<file path="config.mk">
export PLATFORM = sky130hd
export DESIGN_NAME = rle_block_decoder
export DESIGN_NICKNAME = d
export VERILOG_FILES = /design/src/rbd_pkg.sv /design/src/rle_block_decoder.sv /design/src/rbd_cfg_regs.sv /design/src/rbd_decode.sv
export SDC_FILE = /design/constraint.sdc
export NUM_CORES = 1
export LEC_CHECK = 0
export BUFFER_PORTS_ARGS = -buffer_cell sky130_fd_sc_hd__buf_4
export CAP_MARGIN = 30
export CORE_ASPECT_RATIO = 0.5
export CORE_MARGIN = 5
export CORE_UTILIZATION = 60
export CTS_CLUSTER_DIAMETER = 30
export CTS_CLUSTER_SIZE = 8
export DETAILED_ROUTE_END_ITERATION = 16
export GPL_ROUTABILITY_DRIVEN = 0
export HOLD_SLACK_MARGIN = 0.03
export MAX_ROUTING_LAYER = met4
export PLACE_DENSITY = 0.78
export SYNTH_ARGS = -nofsm -noshare
export SYNTH_HDL_FRONTEND = slang
export SYNTH_SLANG_ARGS = --single-unit
export TNS_END_PERCENT = 1
</file>
<file path="constraint.sdc">
create_clock -name i_clk -period 12.1 [get_ports i_clk]
set_input_delay 2.42 -clock i_clk [delete_from_list [all_inputs] [get_ports i_clk]]
set_output_delay 2.42 -clock i_clk [all_outputs]
set_load 0.02 [all_outputs]
</file>
<file path="src/rbd_pkg.sv">
`timescale 1ns / 1ps
`default_nettype none

package rbd_pkg;

    // default counter and length register width
    localparam int LEN_BITS_DEFAULT = 16;

    // output limit after reset, before masking to the counter width
    localparam int OUT_LIMIT_RESET = 4096;

    // configuration register indexes
    localparam int CFG_IDX_W = 1;
    localparam logic [CFG_IDX_W-1:0] CFG_COMPRESSED_LENGTH = 1'd0;
    localparam logic [CFG_IDX_W-1:0] CFG_OUTPUT_LIMIT      = 1'd1;

    // decoder phase codes
    localparam int PH_W = 3;
    localparam logic [PH_W-1:0] PH_HEADER  = 3'd0;
    localparam logic [PH_W-1:0] PH_VALUE   = 3'd1;
    localparam logic [PH_W-1:0] PH_LEN_HI  = 3'd2;
    localparam logic [PH_W-1:0] PH_LEN_LO  = 3'd3;
    localparam logic [PH_W-1:0] PH_LITERAL = 3'd4;
    localparam logic [PH_W-1:0] PH_DONE    = 3'd5;

    // end codes
    localparam logic [1:0] END_NONE = 2'd0;
    localparam logic [1:0] END_OK   = 2'd1;
    localparam logic [1:0] END_ERR  = 2'd2;

    typedef struct packed {
        logic [7:0] in_byte;
        logic       first;
    } t_in_word;

    typedef struct packed {
        logic [7:0]  out_value;
        logic [7:0]  out_repeat;
        logic [1:0]  end_code;
        logic [15:0] out_total;
    } t_out_word;

endpackage

`default_nettype wire

</file>
<file path="src/rle_block_decoder.sv">
`timescale 1ns / 1ps
`default_nettype none

// channel   | direction | handshake                  | word
// ----------+-----------+----------------------------+------------------------------------
// input     | in        | i_in_valid / o_in_stall    | t_in_word: in_byte, first
// result    | out       | o_out_valid / i_out_stall  | t_out_word: value, repeat, end, total
// config    | in        | i_cfg_valid / o_cfg_ready  | i_cfg_index, i_cfg_data
//
// one compressed byte per cycle while no result stalls; a held byte is decoded once
// the result slot is free; its result loads into the result register at the next edge
// at most one result word per byte; bytes that give no result just update the state
// i_rst_n is synchronous: decoder back to expecting a header, both registers to defaults
// a stalled result holds the decode stage; the input register then raises o_in_stall
// o_in_stall follows i_out_stall in the same cycle, so a full pipe never loses a cycle

module rle_block_decoder #(
    parameter int LEN_BITS = rbd_pkg::LEN_BITS_DEFAULT
) (
    input  wire logic                          i_clk,
    input  wire logic                          i_rst_n,
    // compressed byte channel
    input  wire logic                          i_in_valid,
    input  wire rbd_pkg::t_in_word             i_in_word,
    output logic                               o_in_stall,
    // run descriptor channel
    output logic                               o_out_valid,
    output rbd_pkg::t_out_word                 o_out_word,
    input  wire logic                          i_out_stall,
    // register writes
    input  wire logic                          i_cfg_valid,
    input  wire logic [rbd_pkg::CFG_IDX_W-1:0] i_cfg_index,
    input  wire logic [LEN_BITS-1:0]           i_cfg_data,
    output logic                               o_cfg_ready
);
    import rbd_pkg::*;

    logic                r_in_valid;
    t_in_word            r_in_word;
    logic                r_out_valid;
    t_out_word           r_out_word;

    logic [LEN_BITS-1:0] compressed_length;
    logic [LEN_BITS-1:0] output_limit;
    logic                out_free;
    logic                advance;
    logic                res_valid;
    t_out_word           res_word;

    // register writes are always taken
    assign o_cfg_ready = 1'b1;

    rbd_cfg_regs #(
        .LEN_BITS (LEN_BITS)
    ) u_cfg (
        .i_clk               (i_clk),
        .i_rst_n             (i_rst_n),
        .i_cfg_valid         (i_cfg_valid),
        .i_cfg_index         (i_cfg_index),
        .i_cfg_data          (i_cfg_data),
        .o_compressed_length (compressed_length),
        .o_output_limit      (output_limit)
    );

    // result slot free when empty or being taken this cycle
    assign out_free   = !r_out_valid || !i_out_stall;
    // the held byte is decoded whenever its result has somewhere to go
    assign advance    = r_in_valid && out_free;
    assign o_in_stall = r_in_valid && !out_free;

    rbd_decode #(
        .LEN_BITS (LEN_BITS)
    ) u_decode (
        .i_clk               (i_clk),
        .i_rst_n             (i_rst_n),
        .i_step              (advance),
        .i_word              (r_in_word),
        .i_compressed_length (compressed_length),
        .i_output_limit      (output_limit),
        .o_res_valid         (res_valid),
        .o_res_word          (res_word)
    );

    // input register
    always_ff @(posedge i_clk) begin
        if (!i_rst_n) begin
            r_in_valid <= 1'b0;
        end else if (!o_in_stall) begin
            r_in_valid <= i_in_valid;
        end
    end

    always_ff @(posedge i_clk) begin
        if (i_in_valid && !o_in_stall) begin
            r_in_word <= i_in_word;
        end
    end

    // result register
    always_ff @(posedge i_clk) begin
        if (!i_rst_n) begin
            r_out_valid <= 1'b0;
        end else if (out_free) begin
            r_out_valid <= advance && res_valid;
        end
    end

    always_ff @(posedge i_clk) begin
        if (advance && res_valid) begin
            r_out_word <= res_word;
        end
    end

    assign o_out_valid = r_out_valid;
    assign o_out_word  = r_out_word;

endmodule

`default_nettype wire

</file>
<file path="src/rbd_cfg_regs.sv">
`timescale 1ns / 1ps
`default_nettype none

module rbd_cfg_regs #(
    parameter int LEN_BITS = rbd_pkg::LEN_BITS_DEFAULT
) (
    input  wire logic                          i_clk,
    input  wire logic                          i_rst_n,
    input  wire logic                          i_cfg_valid,
    input  wire logic [rbd_pkg::CFG_IDX_W-1:0] i_cfg_index,
    input  wire logic [LEN_BITS-1:0]           i_cfg_data,
    output logic      [LEN_BITS-1:0]           o_compressed_length,
    output logic      [LEN_BITS-1:0]           o_output_limit
);
    import rbd_pkg::*;

    logic [LEN_BITS-1:0] r_compressed_length;
    logic [LEN_BITS-1:0] r_output_limit;

    always_ff @(posedge i_clk) begin
        if (!i_rst_n) begin
            r_compressed_length <= '0;
            r_output_limit      <= LEN_BITS'(OUT_LIMIT_RESET);
        end else if (i_cfg_valid) begin
            if (i_cfg_index == CFG_COMPRESSED_LENGTH) begin
                r_compressed_length <= i_cfg_data;
            end
            if (i_cfg_index == CFG_OUTPUT_LIMIT) begin
                r_output_limit <= i_cfg_data;
            end
        end
    end

    assign o_compressed_length = r_compressed_length;
    assign o_output_limit      = r_output_limit;

endmodule

`default_nettype wire

</file>
<file path="src/rbd_decode.sv">
`timescale 1ns / 1ps
`default_nettype none

module rbd_decode #(
    parameter int LEN_BITS = rbd_pkg::LEN_BITS_DEFAULT
) (
    input  wire logic                i_clk,
    input  wire logic                i_rst_n,
    input  wire logic                i_step,
    input  wire rbd_pkg::t_in_word   i_word,
    input  wire logic [LEN_BITS-1:0] i_compressed_length,
    input  wire logic [LEN_BITS-1:0] i_output_limit,
    output logic                     o_res_valid,
    output rbd_pkg::t_out_word       o_res_word
);
    import rbd_pkg::*;

    // compare width: holds any counter plus a 16-bit literal length without wrapping
    localparam int SW = ((LEN_BITS > 16) ? LEN_BITS : 16) + 1;

    logic [PH_W-1:0]     r_phase,    n_phase;
    logic [LEN_BITS-1:0] r_consumed, n_consumed;
    logic [LEN_BITS-1:0] r_written,  n_written;
    logic [LEN_BITS-1:0] r_lit_left, n_lit_left;
    logic [7:0]          r_pend_rep, n_pend_rep;
    logic [7:0]          r_len_high, n_len_high;

    // state as seen by this byte (a first-flagged byte restarts it)
    logic [PH_W-1:0]     ph;
    logic [LEN_BITS-1:0] cc, wc, ll;
    logic [7:0]          pr, lh, b;
    logic [LEN_BITS-1:0] cc1, wc1, ll1, wc_run;
    logic [SW-1:0]       cl_x, ol_x, cc_x, cc1_x, wc_x, len_x, run_sum;
    logic                budget, budget_run, budget_lit;
    logic [1:0]          code;

    always_comb begin
        ph = i_word.first ? PH_HEADER : r_phase;
        cc = i_word.first ? '0 : r_consumed;
        wc = i_word.first ? '0 : r_written;
        ll = i_word.first ? '0 : r_lit_left;
        pr = i_word.first ? 8'd0 : r_pend_rep;
        lh = i_word.first ? 8'd0 : r_len_high;
        b  = i_word.in_byte;

        cc1 = cc + LEN_BITS'(1);
        wc1 = wc + LEN_BITS'(1);
        ll1 = ll - LEN_BITS'(1);

        cl_x    = SW'(i_compressed_length);
        ol_x    = SW'(i_output_limit);
        cc_x    = SW'(cc);
        cc1_x   = SW'(cc1);
        wc_x    = SW'(wc);
        len_x   = SW'({lh, b});
        run_sum = wc_x + SW'(pr);
        wc_run  = run_sum[LEN_BITS-1:0];

        budget     = (cc_x >= cl_x) || (wc_x >= ol_x);
        budget_run = (cc1_x >= cl_x) || (SW'(wc_run) >= ol_x);
        budget_lit = (cc1_x >= cl_x) || (SW'(wc1) >= ol_x);

        n_phase    = ph;
        n_consumed = cc;
        n_written  = wc;
        n_lit_left = ll;
        n_pend_rep = pr;
        n_len_high = lh;

        o_res_valid          = 1'b0;
        code                 = END_NONE;
        o_res_word.out_value  = 8'd0;
        o_res_word.out_repeat = 8'd0;
        o_res_word.out_total  = wc_x[15:0];

        unique case (ph)
            PH_DONE: begin
                // ignore bytes until a restart
            end
            PH_HEADER: begin
                if (budget) begin
                    o_res_valid = 1'b1;
                    code        = END_OK;
                end else begin
                    n_consumed = cc1;
                    if (b == 8'd0) begin
                        if (cc1_x + SW'(1) >= cl_x) begin
                            o_res_valid = 1'b1;
                            code        = END_OK;
                        end else begin
                            n_phase = PH_LEN_HI;
                        end
                    end else if (cc1_x >= cl_x) begin
                        // repeat count with no room left for its value byte
                        o_res_valid = 1'b1;
                        code        = END_ERR;
                    end else begin
                        n_pend_rep = b;
                        n_phase    = PH_VALUE;
                    end
                end
            end
            PH_VALUE: begin
                n_consumed  = cc1;
                o_res_valid = 1'b1;
                if (run_sum > ol_x) begin
                    code = END_ERR;
                end else begin
                    n_written             = wc_run;
                    n_phase               = PH_HEADER;
                    o_res_word.out_value  = b;
                    o_res_word.out_repeat = pr;
                    o_res_word.out_total  = run_sum[15:0];
                    code                  = budget_run ? END_OK : END_NONE;
                end
            end
            PH_LEN_HI: begin
                n_consumed = cc1;
                n_len_high = b;
                n_phase    = PH_LEN_LO;
            end
            PH_LEN_LO: begin
                n_consumed = cc1;
                if (len_x == '0) begin
                    // terminator
                    o_res_valid = 1'b1;
                    code        = END_OK;
                end else if ((cc1_x + len_x > cl_x) || (wc_x + len_x > ol_x)) begin
                    o_res_valid = 1'b1;
                    code        = END_ERR;
                end else begin
                    n_lit_left = len_x[LEN_BITS-1:0];
                    n_phase    = (len_x[LEN_BITS-1:0] == '0) ? PH_HEADER : PH_LITERAL;
                end
            end
            default: begin
                // literal byte
                n_consumed            = cc1;
                n_written             = wc1;
                n_lit_left            = ll1;
                o_res_valid           = 1'b1;
                o_res_word.out_value  = b;
                o_res_word.out_repeat = 8'd1;
                o_res_word.out_total  = 16'(wc1);
                if (ll1 == '0) begin
                    n_phase = PH_HEADER;
                    code    = budget_lit ? END_OK : END_NONE;
                end
            end
        endcase

        if (code != END_NONE) begin
            n_phase = PH_DONE;
        end
        o_res_word.end_code = code;
    end

    always_ff @(posedge i_clk) begin
        if (!i_rst_n) begin
            r_phase    <= PH_HEADER;
            r_consumed <= '0;
            r_written  <= '0;
            r_lit_left <= '0;
            r_pend_rep <= 8'd0;
            r_len_high <= 8'd0;
        end else if (i_step) begin
            r_phase    <= n_phase;
            r_consumed <= n_consumed;
            r_written  <= n_written;
            r_lit_left <= n_lit_left;
            r_pend_rep <= n_pend_rep;
            r_len_high <= n_len_high;
        end
    end

endmodule

`default_nettype wire
</file>
==> results.py <==
metrics = {
    "routing": {
        "vias": 12480,
        "drcViolationCount": 0,
        "wl_per_cell_um": 21.69,
        "drt_first_iter_violations": 1511,
        "totalWireLength_um": 39840,
        "drtAntennaViolNets": 0,
        "vias_per_cell": 6.795,
        "first_pass_iters": 6,
    },
    "synthesis": {
        "synth-edff-count": 43,
        "synthFlopType": "dfxtp_1",
        "syn-cell-area_sq_um": 12650,
        "yosysUniqueCellTypes": 96,
        "synth_nets": 1737,
        "yosys-top-cells-area": "ha_1 (17%), dfxtp_1 (16%), edfxtp_1 (10%)",
        "yosysWarnings": 0,
        "yosysTopAreaCell": "ha_1",
        "synthCells": 1531,
        "synth_top_area_share_pct": 17.01,
        "synth-seq-cells": 144,
        "yosysSeqAreaShare_pct": 26.19,
        "avgSynthCellArea_sq_um": 8.263,
        "async_flop_share_pct": 0,
    },
    "die": {
        "die_w_um": 215.4,
        "io_pins": 68,
        "die_h_um": 112.7,
        "coreArea_sq_um": 20650,
        "start_util_pct": 61.27,
        "row_count": 37,
        "die_area_sq_um": 24260,
    },
    "critical_path": {
        "start_kind": "flop",
        "cp.arrival_ns": 6.46,
        "cpLargestDelayFamily": "compound AO/OA/AOI/OAI gates",
        "critPathRequiredTime_ns": 12.19,
        "crit_path_end_kind": "flop",
        "critPathMaxStageDelay_ns": 0.48,
        "worstSetupPathType": "reg2reg",
        "crit_buf_inv": 6,
        "critPathSlowestCell": "buf_4",
        "worstPathMaxFanout": 40,
    },
    "clock_tree": {
        "cts-resized-gates": 0,
        "cts_htree_levels": 4,
        "cts_buffers": 17,
        "cts_buffer_depth": 2,
        "hold_buffers": 0,
        "path_clk_slew_ns": 0.06,
        "clock_latency_ns": 0.46,
        "cts_tree": "done",
        "post_cts_buffers": 0,
        "clock_sinks": 144,
        "clock-root-buffer": "clkbuf_16",
    },
    "power_and_ir_drop": {
        "vdd_drop_max_mv": 0.09826,
        "power_frac_clock_pct": 36.0,
        "p_sw_share_pct": 34.00,
        "p_int_mw": 0.9302,
        "p_switching_mw": 0.4793,
        "p_comb_share_pct": 24.6,
        "p_per_area_nw_per_um2": 102.0,
        "p_leak_nw": 5.962,
        "seqPwrFrac_pct": 39.4,
    },
    "cells_and_area": {
        "final_layout_size_suffix_gt1_share_pct": 9.527,
        "final_nets": 1757,
        "syn2layout_area_growth_pct": 9.277,
        "antenna_cells": 0,
    },
    "sta": {
        "setup_tns_ns": 0,
        "hold_viol_final": 0,
        "layout_setup_ws_ns": 5.727,
        "worst_slew_pin_slew_ns": 0.9039,
        "fmax_mhz": 156.9,
        "setup_viol": 0,
        "holdWs_ns": 0.4548,
        "period_minus_slack_ns": 6.373,
        "period_share_pct": 52.67,
        "drv_slew": 0,
        "grt_setup_unrepaired": "no",
        "slew_headroom_pct": 38.18,
        "skew_ns": 0.01549,
    },
    "grt": {
        "grt_overflow": 0,
        "antenna_found_initial": 0,
        "grt_pass1_wl_um": 62910,
        "grt_pass1_vias": 11600,
        "grt_start_max_net_pins": 55,
        "track_usage_pct": 33.38,
    },
    "job": {
        "cap_violations": 0,
    },
    "min_path": {
        "hold_path_class": "reg2reg",
    },
    "status": {
        "status": "completed",
    },
    "place": {
        "dpl.hpwl_um": 29490,
        "place_ws_ns": 5.960,
        "port_buffers": 66,
    },
}
[path summary, 6_finish.rpt]
check        slack, ns  cells after the start                            startpoint                                    to
max               5.73                     26                r_in_word[0]$_DFFE_PP_              o_out_word[32]$_DFFE_PP_
min               0.45                      2  u_cfg.o_output_limit[6]$_SDFFE_PN0P_  u_cfg.o_output_limit[6]$_SDFFE_PN0P_
max reg2reg       5.73                     26                r_in_word[0]$_DFFE_PP_              o_out_word[32]$_DFFE_PP_
min reg2reg       0.45                      2  u_cfg.o_output_limit[6]$_SDFFE_PN0P_  u_cfg.o_output_limit[6]$_SDFFE_PN0P_
[logic make-up after synthesis]
| family | count (synthesis) | share of synthesized area [%] |
|---|---|---|
| buffers and inverters | 156 | 4.935 |
| AO/OA/AOI/OAI | 414 | 22.44 |
| other | 1 | 0.02964 |
| AND/OR/NAND/NOR | 552 | 22.59 |
| multiplexers | 6 | 0.5044 |
| flip-flops | 144 | 26.19 |
| adder cells (fa/ha/maj) | 176 | 17.57 |
| XOR/XNOR | 82 | 5.736 |
[cells in the final DEF (no fill, tap or decap), types with 9 or more instances in the layout]
master     instances
o31ai_1            9
nor3_1            31
a21oi_1          119
a31oi_1           10
nor2b_1           55
dfxtp_1          101
o21a_1            11
xnor2_1           48
a22o_1            14
nand2_1          152
inv_1             76
nand4_1           31
edfxtp_1          43
a221o_1            9
a211o_1            9
buf_4             79
o211ai_1          12
nor4_1            16
a22oi_1           18
nand3_1           39
clkbuf_16         17
o21ai_0           65
a211oi_1          18
o22ai_1            9
and2_1            23
nor2_1           111
ha_1             172
and3_1            23
xor2_1            33
a21o_1            22
nand2b_1          11
[per-layer routing]
layer	global-route usage, %	vias to the layer above	share of wire, %
li1	-	5670	-
met1	43.13	5922	42
met2	49.38	752	42
met3	9.674	138	12
met4	13.51	0	3.8
met5	-	-	0
[power groups by stage]
stage                     sequential (mW)  clock [mW]  combinational [mW]
after floorplan                     0.560           0               0.229
after global placement              0.562           0               0.320
after detailed placement            0.563           0               0.332
after CTS                           0.553       0.513               0.335
after global routing                0.557       0.536               0.376
final                               0.555       0.508               0.347
[Yosys cell counts, drive strengths merged (18+ instances only)]
library cell  instances
dfxtp               101
xnor2                48
nand4                32
a22oi                18
nand2               152
nand3                39
buf                  24
xor2                 34
clkbuf               54
a211oi               19
inv                  77
a21oi               119
nor2b                56
o21ai                66
edfxtp               43
and3                 23
nor2                111
nor4                 19
ha                  172
a21o                 22
and2                 24
nor3                 33
[metrics by stage]
step / instance area, sq um / std cells / utilization [%] / total power, mW
finish: 13820 / 1837 / 66.96 / 1.409
CTS: 13820 / 1836 / 66.92 / 1.401
floorplan: 12650 / 1531 / - / 0.7893
global route: 13820 / 1837 / 66.96 / 1.470
global placement: 13270 / 1804 / 64.25 / 0.8822
detailed placement: 13270 / 1804 / 64.25 / 0.8958
[layout make-up]
type	instances	area, sq um
Sequential cell	144	3313
Timing Repair Buffer	79	593.1
Clock inverter	13	97.59
Fill cell	1666	6823
Multi-Input combinational cell	1231	8733
Clock buffer	19	452.9
Inverter	78	292.8
Tap cell	273	341.6
[state kept, by name, indices dropped and copies added, names as in the netlist]
register / count
r_in_word: 9
o_out_word: 34
u_decode.r_lit_left: 16
u_decode.r_consumed: 16
o_out_valid: 1
r_in_valid: 1
u_cfg.o_compressed_length: 16
u_decode.r_written: 16
u_decode.r_phase: 3
u_decode.r_len_high: 8
u_decode.r_pend_rep: 8
u_cfg.o_output_limit: 16
[worst register-to-register path, stage by stage (launching register included)]
cell and delay, ns:
edfxtp_1 0.32, buf_4 0.44, inv_1 0.17, buf_4 0.26, nand2_1 0.16, inv_1 0.11
ha_1 0.21, inv_1 0.07, fa_1 0.20, nor2b_1 0.06, o21ai_0 0.22, a21oi_1 0.15
o41ai_2 0.44, o21bai_1 0.13, a21oi_1 0.24, o21ai_0 0.20, o311ai_0 0.41, ha_1 0.23
nand4_1 0.17, nor2_1 0.14, o211ai_1 0.11, o2111a_1 0.15, o32ai_1 0.24, or3_1 0.35
nand2_1 0.18, a31oi_4 0.17, buf_4 0.48
No activity file was read; power rests on OpenSTA's default activity.
